**config.mk**
```make
export PLATFORM = sky130hd
export DESIGN_NAME = spg_queue
export DESIGN_NICKNAME = d
export VERILOG_FILES = /design/src/rtl/spg_pkg.sv /design/src/rtl/spg_queue.sv
export VERILOG_INCLUDE_DIRS = /design/src /design/src/rtl
export SDC_FILE = /design/constraint.sdc
export NUM_CORES = 1
export LEC_CHECK = 0
export ABC_AREA = 1
export BUFFER_PORTS_ARGS = -buffer_cell sky130_fd_sc_hd__buf_2
export CORE_ASPECT_RATIO = 1.1
export CORE_MARGIN = 2
export CORE_UTILIZATION = 45
export DETAILED_ROUTE_END_ITERATION = 10
export HOLD_SLACK_MARGIN = 0.06
export PLACE_DENSITY_LB_ADDON = 0.1
export SYNTH_ARGS = -nofsm -noshare
export SYNTH_HDL_FRONTEND = slang
export SYNTH_SLANG_ARGS = --single-unit
```
**constraint.sdc**
```tcl
create_clock -name clk -period 4.4 [get_ports clk]
set_input_delay 0.22 -clock clk [delete_from_list [all_inputs] [get_ports clk]]
set_output_delay 0.22 -clock clk [all_outputs]
set_load 0.01 [all_outputs]
```
**src/rtl/assert_macros.svh**
```systemverilog
// assertion helpers, clocked on clk and held off while rst_n is low
`ifndef ASSERT_MACROS_SVH
`define ASSERT_MACROS_SVH

// same-cycle implication
`define SPG_ASSERT_IMPLY(lbl, ante, cons, msg) \
    lbl: assert property (@(posedge clk) disable iff (!rst_n) (ante) |-> (cons)) \
        else $error(msg);

// next-cycle implication
`define SPG_ASSERT_NEXT(lbl, ante, cons, msg) \
    lbl: assert property (@(posedge clk) disable iff (!rst_n) (ante) |=> (cons)) \
        else $error(msg);

`endif

```
**src/rtl/spg_pkg.sv**
```systemverilog
package spg_pkg;

    localparam int MAX_GRID     = 64;
    localparam int MAX_BORDER   = 4;
    localparam int FRAC_BITS    = 16;

    localparam int COMP_W       = 20;
    localparam int VEC_W        = 3 * COMP_W;
    localparam int IDX_W        = 7;
    localparam int GRID_W       = 7;
    localparam int BORD_W       = 3;
    localparam int BCLAMP_W     = 4;
    localparam int COEF_W       = 9;
    localparam int OFF_W        = 14;
    localparam int OUT_W        = 18;
    localparam int CFG_IDX_W    = 3;

    localparam int PROD_W       = 29;
    localparam int P_W          = 30;
    localparam int MAG_W        = 29;
    localparam int NORM_BIT     = 27;
    localparam int SH_W         = $clog2(NORM_BIT + 1);
    localparam int SQ_W         = 2 * MAG_W + 2;
    localparam int ROOT_W       = SQ_W / 2;
    localparam int REM_W        = ROOT_W + 2;
    localparam int QB           = FRAC_BITS + 1;
    localparam int DIV_W        = MAG_W + FRAC_BITS + 1;

    localparam int Q_DEPTH      = 2;
    localparam int Q_PTR_W      = 1;
    localparam int Q_CNT_W      = 2;

    typedef enum logic [CFG_IDX_W-1:0] {
        CFG_CENTER  = 3'd0,
        CFG_SPAN_U  = 3'd1,
        CFG_SPAN_V  = 3'd2,
        CFG_GRID    = 3'd3,
        CFG_BORDER  = 3'd4,
        CFG_REVERSE = 3'd5
    } cfg_idx_t;

    typedef struct packed {
        logic signed [COEF_W-1:0] a;
        logic signed [COEF_W-1:0] b;
        logic [GRID_W-1:0]        g;
        logic [OFF_W-1:0]         offset;
    } pt_item_t;

endpackage

```
**src/rtl/spg_queue.sv**
```systemverilog
`include "assert_macros.svh"

module spg_queue (
    input  logic              clk,
    input  logic              rst_n,
    input  logic              in_valid,
    output logic              in_ready,
    input  spg_pkg::pt_item_t in_item,
    output logic              out_valid,
    input  logic              out_ready,
    output spg_pkg::pt_item_t out_item
);

    spg_pkg::pt_item_t               mem [spg_pkg::Q_DEPTH];
    logic [spg_pkg::Q_PTR_W-1:0]     wr_ptr_reg;
    logic [spg_pkg::Q_PTR_W-1:0]     rd_ptr_reg;
    logic [spg_pkg::Q_CNT_W-1:0]     count_reg;
    logic [spg_pkg::Q_CNT_W-1:0]     count_next;
    logic                            push;
    logic                            pop;

    assign in_ready  = count_reg != spg_pkg::Q_CNT_W'(spg_pkg::Q_DEPTH);
    assign out_valid = count_reg != '0;
    assign out_item  = mem[rd_ptr_reg];
    assign push      = in_valid && in_ready;
    assign pop       = out_valid && out_ready;

    always_comb
    begin
        count_next = count_reg;
        if (push && !pop)
            count_next = count_reg + spg_pkg::Q_CNT_W'(1);
        else if (pop && !push)
            count_next = count_reg - spg_pkg::Q_CNT_W'(1);
    end

    always_ff @(posedge clk or negedge rst_n)
    begin
        if (!rst_n)
        begin
            wr_ptr_reg <= '0;
            rd_ptr_reg <= '0;
            count_reg  <= '0;
        end
        else
        begin
            if (push)
                wr_ptr_reg <= (wr_ptr_reg == spg_pkg::Q_PTR_W'(spg_pkg::Q_DEPTH - 1)) ?
                              '0 : wr_ptr_reg + spg_pkg::Q_PTR_W'(1);
            if (pop)
                rd_ptr_reg <= (rd_ptr_reg == spg_pkg::Q_PTR_W'(spg_pkg::Q_DEPTH - 1)) ?
                              '0 : rd_ptr_reg + spg_pkg::Q_PTR_W'(1);
            count_reg <= count_next;
        end
    end

    always_ff @(posedge clk)
    begin
        if (push)
            mem[wr_ptr_reg] <= in_item;
    end

    `SPG_ASSERT_IMPLY(a_q_count_max, 1'b1, count_reg <= spg_pkg::Q_CNT_W'(spg_pkg::Q_DEPTH), "queue overfilled")
    `SPG_ASSERT_NEXT(a_q_pass, push && pop, $stable(count_reg), "queue count moved on push and pop")

endmodule

```
==> flow_summary.ini, run 1 <==
[grt]
grtUsageMet1_pct = 17.57
grt_usage_pct = 14.54
grt_max_degree = 42
first_global_vias = 1901
met3_usage_pct = 3.960
grt_antenna_before_repair = 0
grt_pass1_wl_um = 8397
grt-busiest-layer = met2
grt-ovfl-total = 0
met2_usage_pct = 23.80

[cells_and_area]
nNetsFinal = 390
multi_input_area_um2 = 583.1
largest_reg_flops = 78
finalInstanceArea_um2 = 4053
register_area_um2 = 2444
final_common_cell = nand2_1
areaGrowthSynthToFinish_pct = 28.69
antenna_cells = 0
drive_above_1_share_pct = 31.34
fillers = 545
finalCoreUtilization_pct = 60.75
instances_no_fill = 433
mostFrequentLayoutCells = nand2_1 (123), buf_2 (83), edfxtp_1 (78)

[detailed_routing]
wirelength_um = 5394
drt_iter0_markers = 116
avgRoutedWirePerCell_um = 12.46
viasPerCell = 4.473
vias = 1937
dr.pass1.iters = 4
drc_errors = 0
antenna_left = 0

[sta]
hold_viol = 0
min_period_ns = 2.065
final.period_utilization_pct = 46.94
setup_viol = 0
skew_ns = 0.005471
final-max-slew-violation-count = 0
slew_headroom_pct = 23.83
worst_pin_slew_ns = 1.140
rsz0062_at_grt = no
timing.fmax_mhz = 484.2
setup_tns_ns = 0

[setup_path]
slowest_stage = dfrtp_2
cp_common_cell = nand2_1
crit_chain = inv_8 -> nand2_1 -> nand2_1 -> buf_2
worstSetupStartpoint = rd_ptr_reg
arrival_ns = 1.85
r2r_start = count_reg[0]
critPathMaxStageDelay_ns = 0.91
critPathCaptureType = output port
cp_data_required_time_ns = 4.18
path_class = reg2out
start_kind = flop
critPathMaxFanout = 41

[power]
power.density_nw_per_um2 = 612.3
p_leak_nw = 1.756
total_power_mw = 2.481
irDropWorstVdd_mv = 0.2902

[logic_synthesis]
ys_seq_elements = 82
yosysWarnings = 0
syn-num-nets = 277
syn_area_per_cell_um2 = 13.52
synth_cells = 233
ys_seq_area_share_pct = 77.55
synth_cell_types = 17
synth.cell_area_um2 = 3149

[placement]
gp_congestion = 0.6944
dp.cells = 389
port_buffers = 83
post-dp-hpwl_um = 3088
placed_area_um2 = 3578

[clock_tree]
clock_latency_ns = 0.34
numClockSinks = 82
cts_root_buf = clkbuf_8
cts_tree = built
cts.path.max_buffers = 2
htreeDepth = 3
numCtsBuffers = 9
cts_setup_buffers = 0
path_clk_slew_ns = 0.08

[floorplan]
ioPinCount = 84
die-area_um2 = 7685
initial_utilization_pct = 47.21
fp.dieW_um = 83.77
coreArea_um2 = 6671
row_count = 31
fp.dieH_um = 91.74

[hold_path]
min_from = in_item[10]
hold_class = in2reg

[flow_run]
drv_cap = 0

[outcome]
outcome = complete, no violations
[report_power, final]
part / internal, mW / switching [mW] / leakage, nW / total [mW]
Clock: 0.260 / 0.258 / 0.0889 / 0.518
Combinational: 0.286 / 0.496 / 0.895 / 0.783
Sequential: 1.07 / 0.110 / 0.772 / 1.18
Total: 1.62 / 0.864 / 1.76 / 2.48
[worst max-delay path, delay by kind of cell (launching register included)]
| family | cells | cell delay (ns) |
|---|---|---|
| flops | 1 | 0.91 |
| simple gates | 2 | 0.19 |
| buf+inv | 2 | 0.37 |
[cell usage after synthesis]
| master | n | area, um^2 |
|---|---|---|
| nand2_4 | 3 | 33.78 |
| ha_1 | 1 | 12.51 |
| nand2_1 | 123 | 461.7 |
| nand2_2 | 1 | 6.260 |
| nor2_1 | 2 | 7.510 |
| buf_8 | 1 | 15.01 |
| inv_1 | 4 | 15.01 |
| xor2_2 | 1 | 16.27 |
| inv_8 | 1 | 11.26 |
| xnor2_1 | 1 | 8.760 |
| nand3_2 | 1 | 10.01 |
| nand3_1 | 1 | 5.000 |
| nand4_1 | 1 | 6.260 |
| inv_2 | 2 | 7.510 |
| buf_6 | 8 | 90.09 |
| dfrtp_1 | 4 | 100.1 |
| edfxtp_1 | 78 | 2342 |
[per-layer routing]
layer	wire, um	part of all wire, %
met5	0	0
met4	114	2.1
met3	357	6.6
met2	2555	47
met1	2366	44
[final timing paths]
kind                                end  slack, ns  cells past startpoint
max                        out_item[14]       2.33                      4
min                          mem[1][10]       0.07                      1
max reg2reg                  mem[0][31]       2.50                      4
min reg2reg                count_reg[0]       0.52                      1
max in group asynchronous    rd_ptr_reg       4.05                      2
min in group asynchronous  count_reg[1]       0.22                      2
[stage by stage]
stage	hold slack, ns	worst slack, ns
6_report	0.07406	2.335
5_1_grt	0.06337	2.165
4_1_cts	0.06033	2.266
3_5_place_dp	0.03092	2.486
3_3_place_gp	0.02996	2.489
2_1_floorplan	-0.07559	1.718
[repair_timing]
action / 4_1_cts / 5_1_grt
hold buffers: 23 / 5
hold endpoints to repair: 48 / 8
resized for setup: 0 / 0
[logic make-up after synthesis]
group                    synth area share, %
AND/OR/NAND/NOR                        16.85
flip-flops                             77.55
buffers and inverters                  4.410
XOR/XNOR                              0.7948
adder cells (fa/ha/maj)               0.3972
[final cells by class]
cell class | instances | area share, %
inverters | 7 | 0.8336
well taps | 82 | 2.532
clock buffers | 9 | 3.057
flip-flops and latches | 82 | 60.30
multi-input cells | 135 | 14.39
clock inverters | 7 | 1.729
repair buffers | 111 | 17.17
Power figures use the tool's default switching activity.
==> inputs of run 2 (changes only) <==
--- a/config.mk
+++ b/config.mk
@@ -6,7 +6,7 @@
 export SDC_FILE = /design/constraint.sdc
 export NUM_CORES = 1
 export LEC_CHECK = 0
-export ABC_AREA = 1
+export ABC_AREA = 0
 export BUFFER_PORTS_ARGS = -buffer_cell sky130_fd_sc_hd__buf_2
 export CORE_ASPECT_RATIO = 1.1
 export CORE_MARGIN = 2
==> constraint.sdc (replaced) <==
create_clock -name clk -period 1.9 [get_ports clk]
set_input_delay 0.095 -clock clk [delete_from_list [all_inputs] [get_ports clk]]
set_output_delay 0.095 -clock clk [all_outputs]
set_load 0.01 [all_outputs]
==> run 2 against run 1 <==
  * Sequential share of layout area shrank 2.2 points
  * Combinational power grew 130%
  * Count of clock-buffer cells in the layout is the same
  * Critical endpoint is now out_item[29]
  * Hold slack gained 0.028 ns
  * Clock skew is essentially flat
==> flow_summary.ini, run 2 <==
[grt]
grt_antenna_before_repair = 0
grt_usage_pct = 15.70
grt_max_degree = 23
grt-ovfl-total = 0
grt_pass1_wl_um = 8376
first_global_vias = 1803

[sta]
timing.fmax_mhz = 620.6
slew_headroom_pct = 79.24
whs_ns = 0.1022
worst_pin_slew_ns = 0.3114
setup_viol = 0
final.period_utilization_pct = 84.80
rsz0062_at_grt = no
min_period_ns = 1.611
setup_tns_ns = 0
final-max-slew-violation-count = 0
hold_viol = 0
skew_ns = 0.005387

[placement]
gp_congestion = 0.6576
placed_area_um2 = 3561
port_buffers = 83
post-dp-hpwl_um = 3538

[cells_and_area]
nNetsFinal = 320
final_common_cell = buf_2
fillers = 498
finalCoreUtilization_pct = 64.12
largest_reg_flops = 78
drive_above_1_share_pct = 52.67
finalInstanceArea_um2 = 4203
antenna_cells = 0
mostFrequentLayoutCells = buf_2 (83), edfxtp_1 (78), dlygate4sd3_1 (41)
areaGrowthSynthToFinish_pct = 38.57

[floorplan]
fp.dieH_um = 90.11
initial_utilization_pct = 46.27
die-area_um2 = 7413
row_count = 31
fp.dieW_um = 82.28
coreArea_um2 = 6555
ioPinCount = 84

[setup_path]
path_class = reg2out
critPathCaptureType = output port
cp_data_required_time_ns = 1.80
critPathMaxFanout = 22
arrival_ns = 1.52
start_kind = flop

[clock_tree]
htreeDepth = 3
cts_setup_buffers = 0
cts_tree = built
post_cts_resized = 0
cts.path.max_buffers = 2
path_clk_slew_ns = 0.07
numClockSinks = 82
clock_latency_ns = 0.33
cts_root_buf = clkbuf_8
postCtsHoldBufs = 41
numCtsBuffers = 9

[detailed_routing]
wirelength_um = 5284
dr.pass1.iters = 4
drt_iter0_markers = 85
vias = 1691
avgRoutedWirePerCell_um = 14.56
antenna_left = 0
viasPerCell = 4.658
drc_errors = 0

[hold_path]
hold_class = in2async

[logic_synthesis]
synth_cell_types = 14
ys_async_sr_fraction_pct = 4.878
synth_cells = 139
synth.cell_area_um2 = 3033
syn-num-nets = 183
ys_seq_area_share_pct = 80.53
yosysWarnings = 0
synth_commonest_cells = edfxtp_1 (78), mux2_2 (39), buf_6 (4), dfrtp_1 (4), xnor2_1 (3)
synth_area_leader_cell = edfxtp_1
synth.most_common_cell = edfxtp_1
syn_area_per_cell_um2 = 21.82
ys_top_cells_by_area = edfxtp_1 (77%), mux2_2 (14%), dfrtp_1 (3.3%)
ys_seq_elements = 82
ys.flop_type = edfxtp_1
synth_top_area_share_pct = 77.23
synth_edf_count = 78

[power]
p_leak_nw = 1.626
irDropWorstVdd_mv = 1.045
power.density_nw_per_um2 = 1390

[outcome]
outcome = complete, no violations

[flow_run]
drv_cap = 0
## run 2: path summary, 6_finish.rpt
check	from	end	slack [ns]	cells past startpoint
max in group asynchronous	rst_n	rd_ptr_reg	1.66	2
min in group clk	in_valid	wr_ptr_reg	0.15	3
max reg2reg	count_reg[0]	count_reg[1]	0.37	6
min reg2reg	count_reg[0]	count_reg[0]	0.56	1
min	rst_n	rd_ptr_reg	0.10	2
max	rd_ptr_reg	out_item[29]	0.29	3
## run 2: final cells by class
class,instances,area [um^2],area share [%]
clock buffers,9,123.9,2.947
clock inverters,7,107.6,2.560
inverters,1,3.754,0.08931
multi-input cells,52,550.5,13.10
flip-flops and latches,82,2444,58.14
well taps,82,102.6,2.441
repair buffers,130,870.8,20.72
## run 2: worst max-delay path, stage by stage (launching register included)
cell and delay (ns):
dfrtp_2 0.36, buf_4 0.29, mux2_2 0.39, buf_2 0.14
## run 2: kinds of logic (layout without fill, tap and decap cells)
group | after synthesis | in the layout | synth area share (%)
xor+xnor | 5 | 5 | 1.444
fa+ha+maj | 1 | 1 | 0.4125
buf+inv | 5 | 147 | 1.609
flops | 82 | 82 | 80.53
mux | 39 | 39 | 14.48
simple gates | 7 | 7 | 1.527
## run 2: metal layers
metal,part of all wire (%),track usage (%)
met5,0,0
met4,1.5,7.500
met2,55,27.15
met1,39,17.70
met3,4.4,3.715
## run 2: per-stage QoR
step           instances  setup slack [ns]  power, mW
2_1_floorplan        139            0.2274      3.826
3_3_place_gp         306            0.4628      4.376
3_5_place_dp         306            0.3740      4.447
4_1_cts              363            0.2555      5.919
5_1_grt              363            0.1978      6.162
6_report             363            0.2888      5.842
## run 2: power breakdown
| group | leakage [nW] | switching [mW] | total, mW | internal, mW |
|---|---|---|---|---|
| registers | 0.770 | 0.129 | 2.60 | 2.48 |
| clock network | 0.118 | 0.540 | 1.40 | 0.859 |
| logic | 0.737 | 0.941 | 1.84 | 0.898 |
| total | 1.63 | 1.61 | 5.84 | 4.23 |
==> inputs of run 3 (changes only) <==
==> constraint.sdc (replaced) <==
create_clock -name clk -period 1.4 [get_ports clk]
set_input_delay 0.07 -clock clk [delete_from_list [all_inputs] [get_ports clk]]
set_output_delay 0.07 -clock clk [all_outputs]
set_load 0.01 [all_outputs]
==> run 3 against run 2 <==
  * The flow now finishes with violations (setup timing)
  * Highest routed layer unchanged
  * Via count up 5.0%
  * Critical path type unchanged
  * Sequential share of layout area down 4.1 points
  * Global-route usage up 0.57 points
  * Largest power group unchanged
==> flow_summary.ini, run 3 (synthesis results as in run 2) <==
[floorplan]
die-area_um2 = 7413
coreArea_um2 = 6555
ioPinCount = 84
row_count = 31
initial_utilization_pct = 46.27
fp.dieH_um = 90.11
fp.dieW_um = 82.28

[placement]
gp_congestion = 0.6664
port_buffers = 83
place_ws_ns = -0.009536
placed_area_um2 = 3651
dp.cells = 307
post-dp-hpwl_um = 3575

[power]
seqPwrFrac_pct = 41.4
pwr-share-comb_pct = 39.8
pwr-share-clk_pct = 18.8
total_power_mw = 8.536
swShare_pct = 28.97
p_switching_mw = 2.473
internal_power_mw = 6.063
p_leak_nw = 1.749
irDropWorstVdd_mv = 0.9684
power.density_nw_per_um2 = 1887

[hold_path]
min_from = in_valid
whs_endpoint = wr_ptr_reg
worstHoldPathCells = 5
hold_class = in2reg

[sta]
slew_headroom_pct = 86.61
skew_ns = 0.007848
setup_tns_ns = -3.704
hold_viol = 0
setup_slack_ns = -0.1250
whs_ns = 0.1980
rsz0062_at_grt = yes
timing.fmax_mhz = 655.7
final-max-slew-violation-count = 0
min_period_ns = 1.525
setup_viol = 47
worst_pin_slew_ns = 0.2003
final.period_utilization_pct = 108.9

[clock_tree]
numClockSinks = 82
htreeDepth = 3
numCtsBuffers = 9
cts_tree = built
path_clk_slew_ns = 0.08
clock_latency_ns = 0.34
cts.path.max_buffers = 2
cts_root_buf = clkbuf_8

[detailed_routing]
wirelength_um = 5975
vias = 1776
antenna_left = 0
viasPerCell = 4.711
wl_met2_um = 3214
avgRoutedWirePerCell_um = 15.85
routed.top_layer = met4
dr.pass1.iters = 4
drc_errors = 0
wl_met3_um = 389
wl_met1_um = 2290
drt_iter0_markers = 80

[cells_and_area]
areaGrowthSynthToFinish_pct = 49.17
largest_reg_flops = 78
nNetsFinal = 334
mostFrequentLayoutCells = edfxtp_1 (78), buf_2 (76), dlygate4sd3_1 (42)
instances_no_fill = 377
drive_above_1_share_pct = 55.59
final_common_cell = edfxtp_1
finalInstanceArea_um2 = 4524
finalCoreUtilization_pct = 69.02
antenna_cells = 0

[grt]
grt_antenna_before_repair = 0
grt_max_degree = 25
grt_usage_pct = 16.27
grt-ovfl-total = 0
grt_pass1_wl_um = 8783
first_global_vias = 1901

[setup_path]
r2r_slack_ns = 0
arrival_ns = 1.45
path_class = reg2out
cp_data_required_time_ns = 1.33
start_kind = flop
critPathMaxFanout = 24
r2r_end = mem[0][7]
critPathCaptureType = output port
r2r_cells = 6
r2r_start = count_reg[0]

[outcome]
violations = setup timing
outcome = finished, violations left

[flow_run]
drv_cap = 0
## run 3: final cells by class
cell class              instances  area, um^2
repair buffers                144        1199
flip-flops and latches         82        2444
multi-input cells              52       590.6
clock buffers                  10       127.6
well taps                      82       102.6
inverters                       1       3.754
fillers                       437        2031
clock inverters                 6       57.56
## run 3: power groups by stage
stage | clock, mW | sequential (mW) | combinational (mW)
finish | 1.60 | 3.54 | 3.40
global route | 1.76 | 3.58 | 3.63
CTS | 1.62 | 3.54 | 3.00
detailed placement | 0 | 3.59 | 2.70
global placement | 0 | 3.55 | 2.63
floorplan | 0 | 3.55 | 1.65
## run 3: repair_timing
action	4_1_cts	5_1_grt
endpoints found under the setup margin	40	79
hold buffers	42	0
buffers inserted	2	4
pin swaps	6	5
gates cloned	0	6
hold endpoints to repair	83	0
gates resized for setup	10	7
## run 3: worst max-delay path, stage by stage, from the launching register on
cell	delay (ns)
dfrtp_2	0.42
buf_12	0.19
mux2_2	0.36
buf_2	0.14
## run 3: worst max-delay path by stage
stage	from	end	slack [ns]	cells after the start
floorplan	count_reg[0]	mem[0][0]	-0.23	3
global placement	count_reg[1]	count_reg[1]	0.05	6
detailed placement	count_reg[1]	count_reg[1]	-0.01	6
CTS	rd_ptr_reg	out_item[8]	-0.15	3
global route	rd_ptr_reg	out_item[25]	-0.18	3
finish	rd_ptr_reg	out_item[8]	-0.12	3
## run 3: per-layer routing
layer,up-vias,GRT usage [%]
li1,845,-
met1,859,17.84
met2,63,27.76
met3,9,4.016
met4,0,9.306
met5,-,0
