==> config.mk <==
export PLATFORM = sky130hd
export DESIGN_NAME = spg_front
export DESIGN_NICKNAME = d
export VERILOG_FILES = /design/src/rtl/assert_macros.svh /design/src/rtl/spg_pkg.sv /design/src/rtl/spg_front.sv
export SDC_FILE = /design/constraint.sdc
export NUM_CORES = 1
export LEC_CHECK = 0
export BUFFER_PORTS_ARGS = -buffer_cell sky130_fd_sc_hd__buf_2
export CORE_ASPECT_RATIO = 0.75
export CORE_MARGIN = 2
export CORE_UTILIZATION = 35
export CTS_BUF_LIST = sky130_fd_sc_hd__clkbuf_8
export CTS_CLUSTER_DIAMETER = 50
export DETAILED_ROUTE_END_ITERATION = 8
export GPL_TIMING_DRIVEN = 0
export SYNTH_ARGS = -nofsm -noshare
export SYNTH_HDL_FRONTEND = slang
export SYNTH_SLANG_ARGS = --single-unit
export TNS_END_PERCENT = 30
==> constraint.sdc <==
create_clock -name clk -period 3.3 [get_ports clk]
set_input_delay 0.165 -clock clk [delete_from_list [all_inputs] [get_ports clk]]
set_output_delay 0.165 -clock clk [all_outputs]
set_load 0.02 [all_outputs]
==> src/rtl/assert_macros.svh <==
// assertion helpers, clocked on clk and held off while rst_n is low
`ifndef ASSERT_MACROS_SVH
`define ASSERT_MACROS_SVH

// same-cycle implication
`define SPG_ASSERT_IMPLY(lbl, ante, cons, msg) \
    lbl: assert property (@(posedge clk) disable iff (!rst_n) (ante) |-> (cons)) \
        else $error(msg);

// next-cycle implication
`define SPG_ASSERT_NEXT(lbl, ante, cons, msg) \
    lbl: assert property (@(posedge clk) disable iff (!rst_n) (ante) |=> (cons)) \
        else $error(msg);

`endif

==> src/rtl/spg_pkg.sv <==
package spg_pkg;

    localparam int MAX_GRID     = 64;
    localparam int MAX_BORDER   = 4;
    localparam int FRAC_BITS    = 16;

    localparam int COMP_W       = 20;
    localparam int VEC_W        = 3 * COMP_W;
    localparam int IDX_W        = 7;
    localparam int GRID_W       = 7;
    localparam int BORD_W       = 3;
    localparam int BCLAMP_W     = 4;
    localparam int COEF_W       = 9;
    localparam int OFF_W        = 14;
    localparam int OUT_W        = 18;
    localparam int CFG_IDX_W    = 3;

    localparam int PROD_W       = 29;
    localparam int P_W          = 30;
    localparam int MAG_W        = 29;
    localparam int NORM_BIT     = 27;
    localparam int SH_W         = $clog2(NORM_BIT + 1);
    localparam int SQ_W         = 2 * MAG_W + 2;
    localparam int ROOT_W       = SQ_W / 2;
    localparam int REM_W        = ROOT_W + 2;
    localparam int QB           = FRAC_BITS + 1;
    localparam int DIV_W        = MAG_W + FRAC_BITS + 1;

    localparam int Q_DEPTH      = 2;
    localparam int Q_PTR_W      = 1;
    localparam int Q_CNT_W      = 2;

    typedef enum logic [CFG_IDX_W-1:0] {
        CFG_CENTER  = 3'd0,
        CFG_SPAN_U  = 3'd1,
        CFG_SPAN_V  = 3'd2,
        CFG_GRID    = 3'd3,
        CFG_BORDER  = 3'd4,
        CFG_REVERSE = 3'd5
    } cfg_idx_t;

    typedef struct packed {
        logic signed [COEF_W-1:0] a;
        logic signed [COEF_W-1:0] b;
        logic [GRID_W-1:0]        g;
        logic [OFF_W-1:0]         offset;
    } pt_item_t;

endpackage

==> src/rtl/spg_front.sv <==
module spg_front (
    input  logic                         clk,
    input  logic                         rst_n,
    input  logic                         in_valid,
    output logic                         in_ready,
    input  logic [spg_pkg::IDX_W-1:0]    row,
    input  logic [spg_pkg::IDX_W-1:0]    col,
    input  logic [spg_pkg::GRID_W-1:0]   grid_size,
    input  logic [spg_pkg::BORD_W-1:0]   border_width,
    input  logic                         reverse_rows,
    output logic                         out_valid,
    input  logic                         out_ready,
    output spg_pkg::pt_item_t            out_item
);

    logic                              vld_reg;
    spg_pkg::pt_item_t                 item_reg;
    spg_pkg::pt_item_t                 item_next;
    logic [spg_pkg::GRID_W-1:0]        g_c;
    logic [spg_pkg::BCLAMP_W-1:0]      bw_c;
    logic [spg_pkg::GRID_W-2:0]        half_c;
    logic [spg_pkg::GRID_W-1:0]        gs_c;
    logic [spg_pkg::OFF_W-1:0]         rpos_c;
    logic [spg_pkg::OFF_W-1:0]         lin_c;
    logic [spg_pkg::OFF_W-1:0]         cell_c;

    always_comb
    begin
        if (grid_size == '0)
            g_c = spg_pkg::GRID_W'(1);
        else if (grid_size > spg_pkg::GRID_W'(spg_pkg::MAX_GRID))
            g_c = spg_pkg::GRID_W'(spg_pkg::MAX_GRID);
        else
            g_c = grid_size;
        if ({1'b0, border_width} > spg_pkg::BCLAMP_W'(spg_pkg::MAX_BORDER))
            bw_c = spg_pkg::BCLAMP_W'(spg_pkg::MAX_BORDER);
        else
            bw_c = {1'b0, border_width};
        half_c = g_c[spg_pkg::GRID_W-1:1];
        gs_c = g_c + spg_pkg::GRID_W'(1) + spg_pkg::GRID_W'({bw_c, 1'b0});

        // signed coefficients, exact in nine bits for every index
        item_next.a = $signed(spg_pkg::COEF_W'(col) - spg_pkg::COEF_W'(bw_c)
                              - spg_pkg::COEF_W'(half_c));
        item_next.b = $signed(spg_pkg::COEF_W'(half_c) + spg_pkg::COEF_W'(bw_c)
                              - spg_pkg::COEF_W'(row));
        item_next.g = g_c;

        // mirrored row wraps modulo the offset width
        if (reverse_rows)
            rpos_c = spg_pkg::OFF_W'(gs_c) - spg_pkg::OFF_W'(1) - spg_pkg::OFF_W'(row);
        else
            rpos_c = spg_pkg::OFF_W'(row);
        lin_c = rpos_c * spg_pkg::OFF_W'(gs_c);
        cell_c = lin_c + spg_pkg::OFF_W'(col);
        item_next.offset = cell_c + (cell_c << 1);
    end

    assign in_ready  = !vld_reg || out_ready;
    assign out_valid = vld_reg;
    assign out_item  = item_reg;

    always_ff @(posedge clk or negedge rst_n)
    begin
        if (!rst_n)
        begin
            vld_reg <= 1'b0;
        end
        else if (in_ready)
        begin
            vld_reg <= in_valid;
        end
    end

    always_ff @(posedge clk)
    begin
        if (in_valid && in_ready)
        begin
            item_reg <= item_next;
        end
    end

endmodule

==> flow_summary.rst, run 1 <==
.. list-table::
   :header-rows: 1

   * - Metric
     - Value
   * - Overall die height
     - ~110 um
   * - Pin slew with the least headroom to its limit
     - about 930 ps
   * - Status
     - finished, violations left
   * - Effective utilization at floorplan
     - between 30% and 40%
   * - Global-route wire length before repair
     - ~21000 um
   * - Final Worst Setup Slack
     - -4080 ps
   * - Kind of start point of the critical path
     - input port
   * - Fraction of the mapped netlist area in simple logic gates
     - a little under an eighth
   * - Clock tree from TritonCTS
     - done
   * - Tot GR Track Use
     - between 10% and 20%
   * - Number of placed cells counting well taps
     - 850
   * - Diodes inserted
     - 0
   * - Core outline area
     - roughly 15000 sq um
   * - Primary FF master, synth
     - edfxtp_1
   * - Remaining global-route overflow
     - 0
   * - Top-level I/O count
     - 70
   * - Count of H-tree levels built during CTS
     - 2
   * - Clock root cell
     - clkbuf_8
   * - Number of warning messages in the yosys log
     - 0
   * - RSZ-0062 raised after global routing
     - yes
   * - Flip-flop and latch area
     - 1170 sq um
   * - Clock tree sinks
     - 39
   * - Biggest fanout along the worst timing path
     - 6
   * - Arr. time, crit path
     - 7450 ps
   * - Worst setup path class
     - input port to flop
   * - Via count of the first global-routing pass
     - between 4k and 5k
   * - # setup viols final
     - 13
   * - Detailed-routing iteration count for the pre-antenna-repair pass
     - 4
   * - Crit path largest cell delay
     - between 500 and 600 ps
   * - Synthesized cell area
     - ~5400 sq um
   * - Final net count
     - about 850
   * - Post-CTS clock slew at the launch and capture registers of the worst setup and hold paths
     - about 90 ps
   * - Post-Synthesis Mean Instance Area
     - around 9.5 sq um
   * - Combinational family with the most area after synthesis
     - adder cells
   * - Remaining design rule violation count
     - 0
   * - Total die area
     - about 17000 sq um
   * - Top cells by area in the synthesized netlist
     - edfxtp_1 (21%), fa_1 (19%), ha_1 (17%)
   * - Maximum number of pins on one net before global-route repair
     - 39
   * - Area share of the largest cell type after synthesis
     - between 20% and 30%
   * - Flop and latch count out of synthesis
     - 39
   * - Post-Place Cell Area
     - between 6000 and 7000 sq um
   * - Input/output buffers
     - ~70
   * - Number of antenna violations at the first check in global routing
     - 0
   * - Normalized max-slew margin
     - a little under two fifths
   * - Slowest cell on the critical path
     - fa_1
   * - Synth Area in Compound Gates
     - 9.63%
   * - Number of standard cells in the final layout excluding fillers
     - just over 900
   * - Iter 0 DRT Violations
     - roughly 160
   * - Req. time, crit path
     - between 3000 and 4000 ps
   * - Xor-xnor portion of the synthesized cell area
     - a little over a tenth
   * - Antenna Nets Post-Route
     - 0
   * - Final period demand of the worst path
     - ~7400 ps
   * - Failing checks
     - setup timing
   * - Post-synthesis cell type count
     - 53
   * - Kind of capture point of the worst setup path
     - flop
   * - Clock buffer count from CTS
     - 5
   * - Final estimated routing congestion in global placement
     - approximately 0.85
   * - Vias per std cell
     - between 4 and 5
   * - Post-synthesis adder-cell area fraction
     - 36.2%
   * - Clock skew after layout
     - approximately 10 ps
   * - Final number of hold-violating endpoints
     - 0
   * - Pins over their slew limit
     - 0
   * - Routed WL per cell
     - 13.7 um
   * - Sequential share of the synthesized area
     - 21.4%
   * - Share of the cycle needed by the critical path after routing
     - 224%
   * - Highest achievable clock rate
     - between 0.1 and 0.15 GHz
   * - Wire length after detailed routing
     - about 12000 um
   * - Cell area after layout
     - between 7000 and 8000 sq um
   * - Worst-Skew Late Latency
     - between 300 and 400 ps
   * - Area growth, synth to finish
     - 32.4%
   * - Layout cell share with drive strength beyond 1
     - between 30% and 40%
   * - Most numerous cell types in the synthesized netlist
     - inv_1 (123), ha_1 (72), fa_1 (53)
   * - Vias
     - roughly 4.3k
   * - Die span in x
     - approximately 150 um
   * - Cell with the most instances after synthesis
     - inv_1
   * - Gate count after technology mapping
     - ~580
   * - Clk buf depth
     - 2
   * - Number of enable-type register cells in the synthesized netlist
     - 38
   * - Share of synthesized registers carrying an async set or reset
     - under 10%
   * - Area leader, netlist
     - edfxtp_1
   * - Total of max-cap violations
     - 0
   * - Row count
     - 39
   * - Placed wire-length estimate
     - roughly 9300 um
   * - Nets in the synthesized netlist
     - 730
   * - Type of the worst min-delay path
     - input port to flop
   * - Count of fill cells added during filler insertion
     - about 1.4k
   * - Share of synthesized area spent on multiplexers
     - under 10%
   * - Area taken by multi-input logic gates
     - ~4400 sq um
## through the flow
step / worst slack (ps) / util, % / setup TNS [ps] / hold WS [ps]
finish: -4080 / 47.4 / -37040 / 64.2
CTS: -3990 / 45.8 / -36590 / 62.8
floorplan: -4200 / - / -38120 / -131
global placement: -5210 / 41.2 / -47460 / -60.8
detailed placement: -5260 / 41.2 / -48040 / -56.9
global route: -4350 / 47.4 / -40390 / 65.9
## placed cells by master (no fill, tap or decap), drive strengths merged, types with 12 or more instances in the layout
cell | synthesis | layout
inv | 124 | 124
buf | 3 | 120
ha | 72 | 72
fa | 53 | 53
xnor2 | 48 | 48
nor2 | 44 | 44
edfxtp | 38 | 38
a21oi | 27 | 27
nand2 | 24 | 24
o21ai | 18 | 18
nor2b | 14 | 14
xor2 | 12 | 12
or2 | 12 | 12
## routing by layer
layer	vias to the layer above	track usage (%)	part of all wire, %
met5	-	0	0
met4	0	3.24	0.51
met3	5	3.05	6.3
met2	107	25.2	46
met1	2079	22.0	47
li1	2101	-	-
## critical path: cells and delay by family
kind / cells / cell delay (ps)
simple gates: 9 / 1650
buf+inv: 9 / 960
compound gates: 5 / 710
fa+ha+maj: 8 / 3110
xor+xnor: 4 / 870
## final timing paths
kind	cells after the start	slack, ps	startpoint	end
hold reg to reg	2	540	out_valid$_DFFE_PN0N_	out_valid$_DFFE_PN0N_
min in group asynchronous	2	150	rst_n	out_valid$_DFFE_PN0N_
setup reg to reg	2	1660	out_valid$_DFFE_PN0N_	out_item[8]$_DFFE_PP_
max in group asynchronous	2	3070	rst_n	out_valid$_DFFE_PN0N_
hold / removal	2	60	in_valid	out_valid$_DFFE_PN0N_
setup / recovery	35	-4080	grid_size[5]	out_item[13]$_DFFE_PP_
## flip-flops by register name, indices dropped and copies added (netlist names)
name and flops:
out_item 38, out_valid 1
## cell type report
| class | count | area share, % |
|---|---|---|
| multi-input cells | 404 | 60.8 |
| flip-flops and latches | 39 | 16.2 |
| repair buffers | 118 | 10.7 |
| inverters | 125 | 6.73 |
| well taps | 205 | 3.56 |
| clock buffers | 5 | 0.954 |
| plain buffers | 7 | 0.867 |
| clock inverters | 3 | 0.226 |
## what timing repair did
action,4_1_cts,5_1_grt
endpoints found under the hold margin,1,0
setup buffers,36,12
setup endpoints to repair,13,13
hold buffers,1,0
pin swaps,59,42
gates resized for setup,70,27
## logic make-up after synthesis
family / count (synthesis)
muxes: 6
and+or+nand+nor: 129
DFF: 39
AOI/OAI and AO/OA: 81
adders and majority gates: 126
buffers and inverters: 133
xor gates and xnor gates: 62
Power of run 1 is left out: the tool's default activity adds up to more than one toggle a clock period on the data nets, which glitch-free logic cannot reach.
==> inputs of run 2 (changes only) <==
--- a/config.mk
+++ b/config.mk
@@ -9,10 +9,11 @@
 export CORE_ASPECT_RATIO = 0.75
 export CORE_MARGIN = 2
 export CORE_UTILIZATION = 35
-export CTS_BUF_LIST = sky130_fd_sc_hd__clkbuf_8
+export CTS_BUF_LIST = sky130_fd_sc_hd__clkbuf_8 sky130_fd_sc_hd__clkbuf_16
 export CTS_CLUSTER_DIAMETER = 50
 export DETAILED_ROUTE_END_ITERATION = 8
 export GPL_TIMING_DRIVEN = 0
+export SETUP_SLACK_MARGIN = 0.4
 export SYNTH_ARGS = -nofsm -noshare
 export SYNTH_HDL_FRONTEND = slang
 export SYNTH_SLANG_ARGS = --single-unit
==> flow_summary.rst, run 2 (synthesized netlist as in run 1, its figures left out) <==
.. list-table::
   :header-rows: 1

   * - Metric
     - Value
   * - Biggest fanout along the worst timing path
     - 4 (-2)
   * - Worst setup path class
     - input port to flop
   * - Wire length after detailed routing
     - 12500 um (+0.52%)
   * - Detailed-routing iteration count for the pre-antenna-repair pass
     - 4 (unchanged)
   * - Vias per std cell
     - 4.73 (-0.25%)
   * - Final net count
     - 848 (-0.70%)
   * - Number of antenna violations at the first check in global routing
     - 0 (unchanged)
   * - Arr. time, crit path
     - 7540 ps (+90 ps)
   * - Flip-flop and latch area
     - 1170 sq um (unchanged)
   * - Remaining design rule violation count
     - 0 (unchanged)
   * - Antenna Nets Post-Route
     - 0 (unchanged)
   * - Total die area
     - 16600 sq um (unchanged)
   * - Setup slack after placement
     - -5260 ps (unchanged)
   * - Pin slew with the least headroom to its limit
     - 930 ps (-0.0597 ps)
   * - Post-CTS clock slew at the launch and capture registers of the worst setup and hold paths
     - 70 ps (-20 ps)
   * - Die span in x
     - 148 um (unchanged)
   * - Normalized max-slew margin
     - 38.0% (about the same)
   * - Kind of capture point of the worst setup path
     - flop
   * - Crit path largest cell delay
     - 490 ps (-60 ps)
   * - Clock root cell
     - clkbuf_16
   * - Final Worst Setup Slack
     - -4190 ps (-112 ps)
   * - # setup viols final
     - 13 (unchanged)
   * - RSZ-0062 raised after global routing
     - yes
   * - Register-to-register setup slack
     - 1660 ps (about the same)
   * - Area growth, synth to finish
     - 33.6%
   * - Most common cell after layout, fill and taps aside
     - inv_1
   * - Vias
     - 4253 (-0.91%)
   * - Row count
     - 39 (unchanged)
   * - Cell area after layout
     - 7270 sq um (+0.87%)
   * - Clk buf depth
     - 2 (unchanged)
   * - Tot GR Track Use
     - 15.6% (-0.020 points)
   * - Type of the worst min-delay path
     - input port to flop
   * - Placed wire-length estimate
     - 9290 um (unchanged)
   * - Count of H-tree levels built during CTS
     - 2 (unchanged)
   * - Share of the cycle needed by the critical path after routing
     - 227% (+3.4 points)
   * - Number of flip-flops in the largest register
     - 38 (unchanged)
   * - Clock skew after layout
     - 10.1 ps (-0.382 ps)
   * - Remaining global-route overflow
     - 0 (unchanged)
   * - Setup total negative slack
     - -38830 ps (-1780 ps)
   * - Global-route wire length before repair
     - 20900 um (unchanged)
   * - Kind of start point of the critical path
     - input port
   * - Final number of hold-violating endpoints
     - 0 (unchanged)
   * - Clock buffer count from CTS
     - 5 (unchanged)
   * - Diodes inserted
     - 0 (unchanged)
   * - Maximum number of pins on one net before global-route repair
     - 39 (unchanged)
   * - Top-level I/O count
     - 70 (unchanged)
   * - Count of fill cells added during filler insertion
     - 1442 (+0.14%)
   * - Layout cell share with drive strength beyond 1
     - 33.8% (-0.28 points)
   * - Effective utilization at floorplan
     - 35.8% (unchanged)
   * - Final estimated routing congestion in global placement
     - 0.847 (unchanged)
   * - Pins over their slew limit
     - 0 (unchanged)
   * - Routed WL per cell
     - 13.8 um (+1.2%)
   * - Failing checks
     - setup timing
   * - Final period demand of the worst path
     - 7490 ps (+112 ps)
   * - Req. time, crit path
     - 3350 ps (-20 ps)
   * - Via count of the first global-routing pass
     - 4466 (unchanged)
   * - Cell occurring most often along the worst timing path
     - fa_1
   * - Area taken by multi-input logic gates
     - 4420 sq um (+0.74%)
   * - Fin util
     - 47.8% (+0.41 points)
   * - Total of max-cap violations
     - 0 (unchanged)
   * - Clock tree sinks
     - 39 (unchanged)
   * - Iter 0 DRT Violations
     - 149 (-8.0%)
   * - Worst-Skew Late Latency
     - 300 ps (-20 ps)
   * - Core outline area
     - 15200 sq um (unchanged)
   * - Highest achievable clock rate
     - 0.134 GHz (-1.5%)
   * - Top library cells by usage in the layout, fill and taps aside
     - inv_1 (118), buf_2 (64), ha_1 (57)
   * - Input/output buffers
     - 69 (unchanged)
   * - Overall die height
     - 112 um (unchanged)
   * - Slowest cell on the critical path
     - fa_1
   * - Post-Place Cell Area
     - 6270 sq um (unchanged)
   * - Clock tree from TritonCTS
     - done
   * - Status
     - finished, violations left
-- run 2: area by class of cell --
type	instances	share of cell area, %
Timing Repair Buffer	111	9.91
Clock inverter	3	0.224
Multi-Input combinational cell	404	60.7
Buffer	8	1.20
Sequential cell	39	16.0
Tap cell	205	3.53
Clock buffer	5	1.72
Inverter	125	6.67
-- run 2: what timing repair did --
item | in CTS | in global routing
gates resized for setup | 57 | 46
setup buffers | 31 | 10
endpoints found under the hold margin | 1 | 0
hold buffers | 1 | 0
endpoints found under the setup margin | 13 | 13
pin swaps | 48 | 45
-- run 2: worst paths after layout --
path                            cells after the start                      to             startpoint
max in group asynchronous                           2   out_valid$_DFFE_PN0N_                  rst_n
worst max-delay path                               37  out_item[13]$_DFFE_PP_           grid_size[1]
worst max register to register                      2   out_item[8]$_DFFE_PP_  out_valid$_DFFE_PN0N_
worst min register to register                      2   out_valid$_DFFE_PN0N_  out_valid$_DFFE_PN0N_
worst min-delay path                                2   out_valid$_DFFE_PN0N_               in_valid
min in group asynchronous                           2   out_valid$_DFFE_PN0N_                  rst_n
-- run 2: stage by stage --
step | hold slack (ps) | cells
global route | 96.2 | 900
floorplan | -131 | 576
CTS | 87.5 | 890
detailed placement | -56.9 | 850
global placement | -60.8 | 850
finish | 86.5 | 900
-- run 2: critical path: cells and delay by family --
family / cells / cell delay (ps)
buffers and inverters: 8 / 670
multiplexers: 1 / 270
AND/OR/NAND/NOR: 10 / 1680
adder cells (fa/ha/maj): 8 / 3190
XOR/XNOR: 4 / 780
AO/OA/AOI/OAI: 6 / 780
-- run 2: per-layer routing --
layer	track usage (%)	vias up	routed length, um
li1	-	2092	-
met1	21.8	2065	5980
met2	25.7	85	5700
met3	2.68	11	629
met4	2.86	0	141
met5	0	-	0
Power of run 2 is left out for the same reason.
==> inputs of run 3 (changes only) <==
--- a/config.mk
+++ b/config.mk
@@ -13,8 +13,9 @@
 export CTS_CLUSTER_DIAMETER = 50
 export DETAILED_ROUTE_END_ITERATION = 8
 export GPL_TIMING_DRIVEN = 0
+export REMOVE_ABC_BUFFERS = 1
 export SETUP_SLACK_MARGIN = 0.4
 export SYNTH_ARGS = -nofsm -noshare
 export SYNTH_HDL_FRONTEND = slang
 export SYNTH_SLANG_ARGS = --single-unit
-export TNS_END_PERCENT = 30
+export TNS_END_PERCENT = 100
==> flow_summary.rst, run 3 (synthesized netlist as in run 1, its figures left out) <==
.. list-table::
   :header-rows: 1

   * - Metric
     - Value
   * - Routed WL per cell
     - 14.3 um (+3.5%)
   * - Most common cell after layout, fill and taps aside
     - inv_1
   * - Clock skew after layout
     - 10.3 ps (+0.212 ps)
   * - Share of the cycle needed by the critical path after routing
     - 225% (-2.1 points)
   * - Post-CTS clock slew at the launch and capture registers of the worst setup and hold paths
     - 70 ps (about the same)
   * - Setup total negative slack
     - -37190 ps (+1640 ps)
   * - Type of the worst min-delay path
     - input port to flop
   * - Arr. time, crit path
     - 7480 ps (-60 ps)
   * - Crit path largest cell delay
     - 500 ps (about the same)
   * - Req. time, crit path
     - 3360 ps (about the same)
   * - Kind of start point of the critical path
     - input port
   * - Status
     - finished, violations left
   * - Worst-Skew Late Latency
     - 310 ps (about the same)
   * - Clock tree sinks
     - 39 (unchanged)
   * - Layout cell share with drive strength beyond 1
     - 40.3% (+6.5 points)
   * - Clock buffer count from CTS
     - 5 (unchanged)
   * - Area growth, synth to finish
     - 40.2%
   * - Effective utilization at floorplan
     - 35.8% (unchanged)
   * - Vias per std cell
     - 4.76 (+0.63%)
   * - Cell occurring most often along the worst timing path
     - fa_1
   * - Number of antenna violations at the first check in global routing
     - 0 (unchanged)
   * - Overall die height
     - 112 um (unchanged)
   * - Final period demand of the worst path
     - 7420 ps (-68.6 ps)
   * - Biggest fanout along the worst timing path
     - 5 (+1)
   * - Iter 0 DRT Violations
     - 217 (+46%)
   * - Total die area
     - 16600 sq um (unchanged)
   * - Placed wire-length estimate
     - 8940 um (-3.7%)
   * - Clock root cell
     - clkbuf_16
   * - RSZ-0062 raised after global routing
     - yes
   * - Final Worst Setup Slack
     - -4120 ps (+68.6 ps)
   * - Register-to-register setup slack
     - 1680 ps (+20 ps)
   * - Input/output buffers
     - 69 (unchanged)
   * - Final number of hold-violating endpoints
     - 0 (unchanged)
   * - Normalized max-slew margin
     - 39.5% (+1.5 points)
   * - Count of H-tree levels built during CTS
     - 2 (unchanged)
   * - Hold path depth
     - 2 (unchanged)
   * - Worst setup path class
     - input port to flop
   * - Highest achievable clock rate
     - 0.135 GHz (+0.92%)
   * - Pins over their slew limit
     - 0 (unchanged)
   * - Antenna Nets Post-Route
     - 0 (unchanged)
   * - Wire length after detailed routing
     - 13200 um (+5.8%)
   * - Final estimated routing congestion in global placement
     - 0.834 (-1.5%)
   * - Row count
     - 39 (unchanged)
   * - Core outline area
     - 15200 sq um (unchanged)
   * - Top library cells by usage in the layout, fill and taps aside
     - inv_1 (110), buf_2 (62), buf_4 (62)
   * - Length in cells of the worst reg-to-reg path
     - 2 (unchanged)
   * - Remaining design rule violation count
     - 0 (unchanged)
   * - # setup viols final
     - 13 (unchanged)
   * - Top-level I/O count
     - 70 (unchanged)
   * - Clk buf depth
     - 2 (unchanged)
   * - Vias
     - 4375 (+2.9%)
   * - Final net count
     - 868 (+2.4%)
   * - Number of flip-flops in the largest register
     - 38 (unchanged)
   * - Clock tree from TritonCTS
     - done
   * - Tot GR Track Use
     - 16.2% (+0.67 points)
   * - Failing checks
     - setup timing
   * - Global-route wire length before repair
     - 21700 um (+3.6%)
   * - Remaining global-route overflow
     - 0 (unchanged)
   * - Die span in x
     - 148 um (unchanged)
   * - Total of max-cap violations
     - 0 (unchanged)
   * - Maximum number of pins on one net before global-route repair
     - 39 (unchanged)
   * - Kind of capture point of the worst setup path
     - flop
   * - Slowest cell on the critical path
     - fa_1
   * - Detailed-routing iteration count for the pre-antenna-repair pass
     - 4 (unchanged)
   * - Pin slew with the least headroom to its limit
     - 907 ps (-22.9 ps)
   * - Diodes inserted
     - 0 (unchanged)
   * - Via count of the first global-routing pass
     - 4564 (+2.2%)
[run 3: worst paths after layout]
kind                                             from                endpoint
worst max-delay path                     grid_size[3]  out_item[13]$_DFFE_PP_
worst min register to register  out_valid$_DFFE_PN0N_   out_valid$_DFFE_PN0N_
worst max register to register  out_valid$_DFFE_PN0N_   out_item[7]$_DFFE_PP_
min in group asynchronous                       rst_n   out_valid$_DFFE_PN0N_
max in group asynchronous                       rst_n   out_valid$_DFFE_PN0N_
worst min-delay path                         in_valid   out_valid$_DFFE_PN0N_
[run 3: stage by stage]
stage	cells	hold slack, ps	util (%)	worst slack [ps]	area, sq um
6_report	920	65.8	50.1	-4120	7630
5_1_grt	920	73.4	50.1	-4410	7630
4_1_cts	898	65.5	46.9	-4060	7150
3_5_place_dp	842	-58.2	39.5	-6410	6010
3_3_place_gp	842	-60.4	39.5	-6310	6010
2_1_floorplan	568	-131	-	-5030	5410
[run 3: area by class of cell]
cell class	instances	area [sq um]
inverters	125	482
repair buffers	139	962
multi-input cells	404	4630
clock inverters	3	16.3
clock buffers	5	125
flip-flops and latches	39	1170
fillers	1336	7590
well taps	205	256
[run 3: layer usage]
layer	part of all wire (%)	wire length [um]	track usage, %	vias to the layer above
met3	4.6	611	2.72	29
met4	2.3	300	4.63	0
met2	48	6330	26.9	97
met1	45	5930	22.1	2116
met5	0	0	0	-
li1	-	-	-	2133
[run 3: what timing repair did]
item	CTS	global route
gates resized for setup	130	65
hold buffers	1	0
hold endpoints to repair	1	0
setup endpoints to repair	13	14
pin swaps	77	60
setup buffers	47	22
[run 3: critical path: cells and delay by family]
family	cells	cell delay [ps]
xor gates and xnor gates	5	830
adders and majority gates	8	3270
AOI/OAI and AO/OA	6	870
and+or+nand+nor	12	1710
buffers and inverters	8	630
Power of run 3 is left out for the same reason.
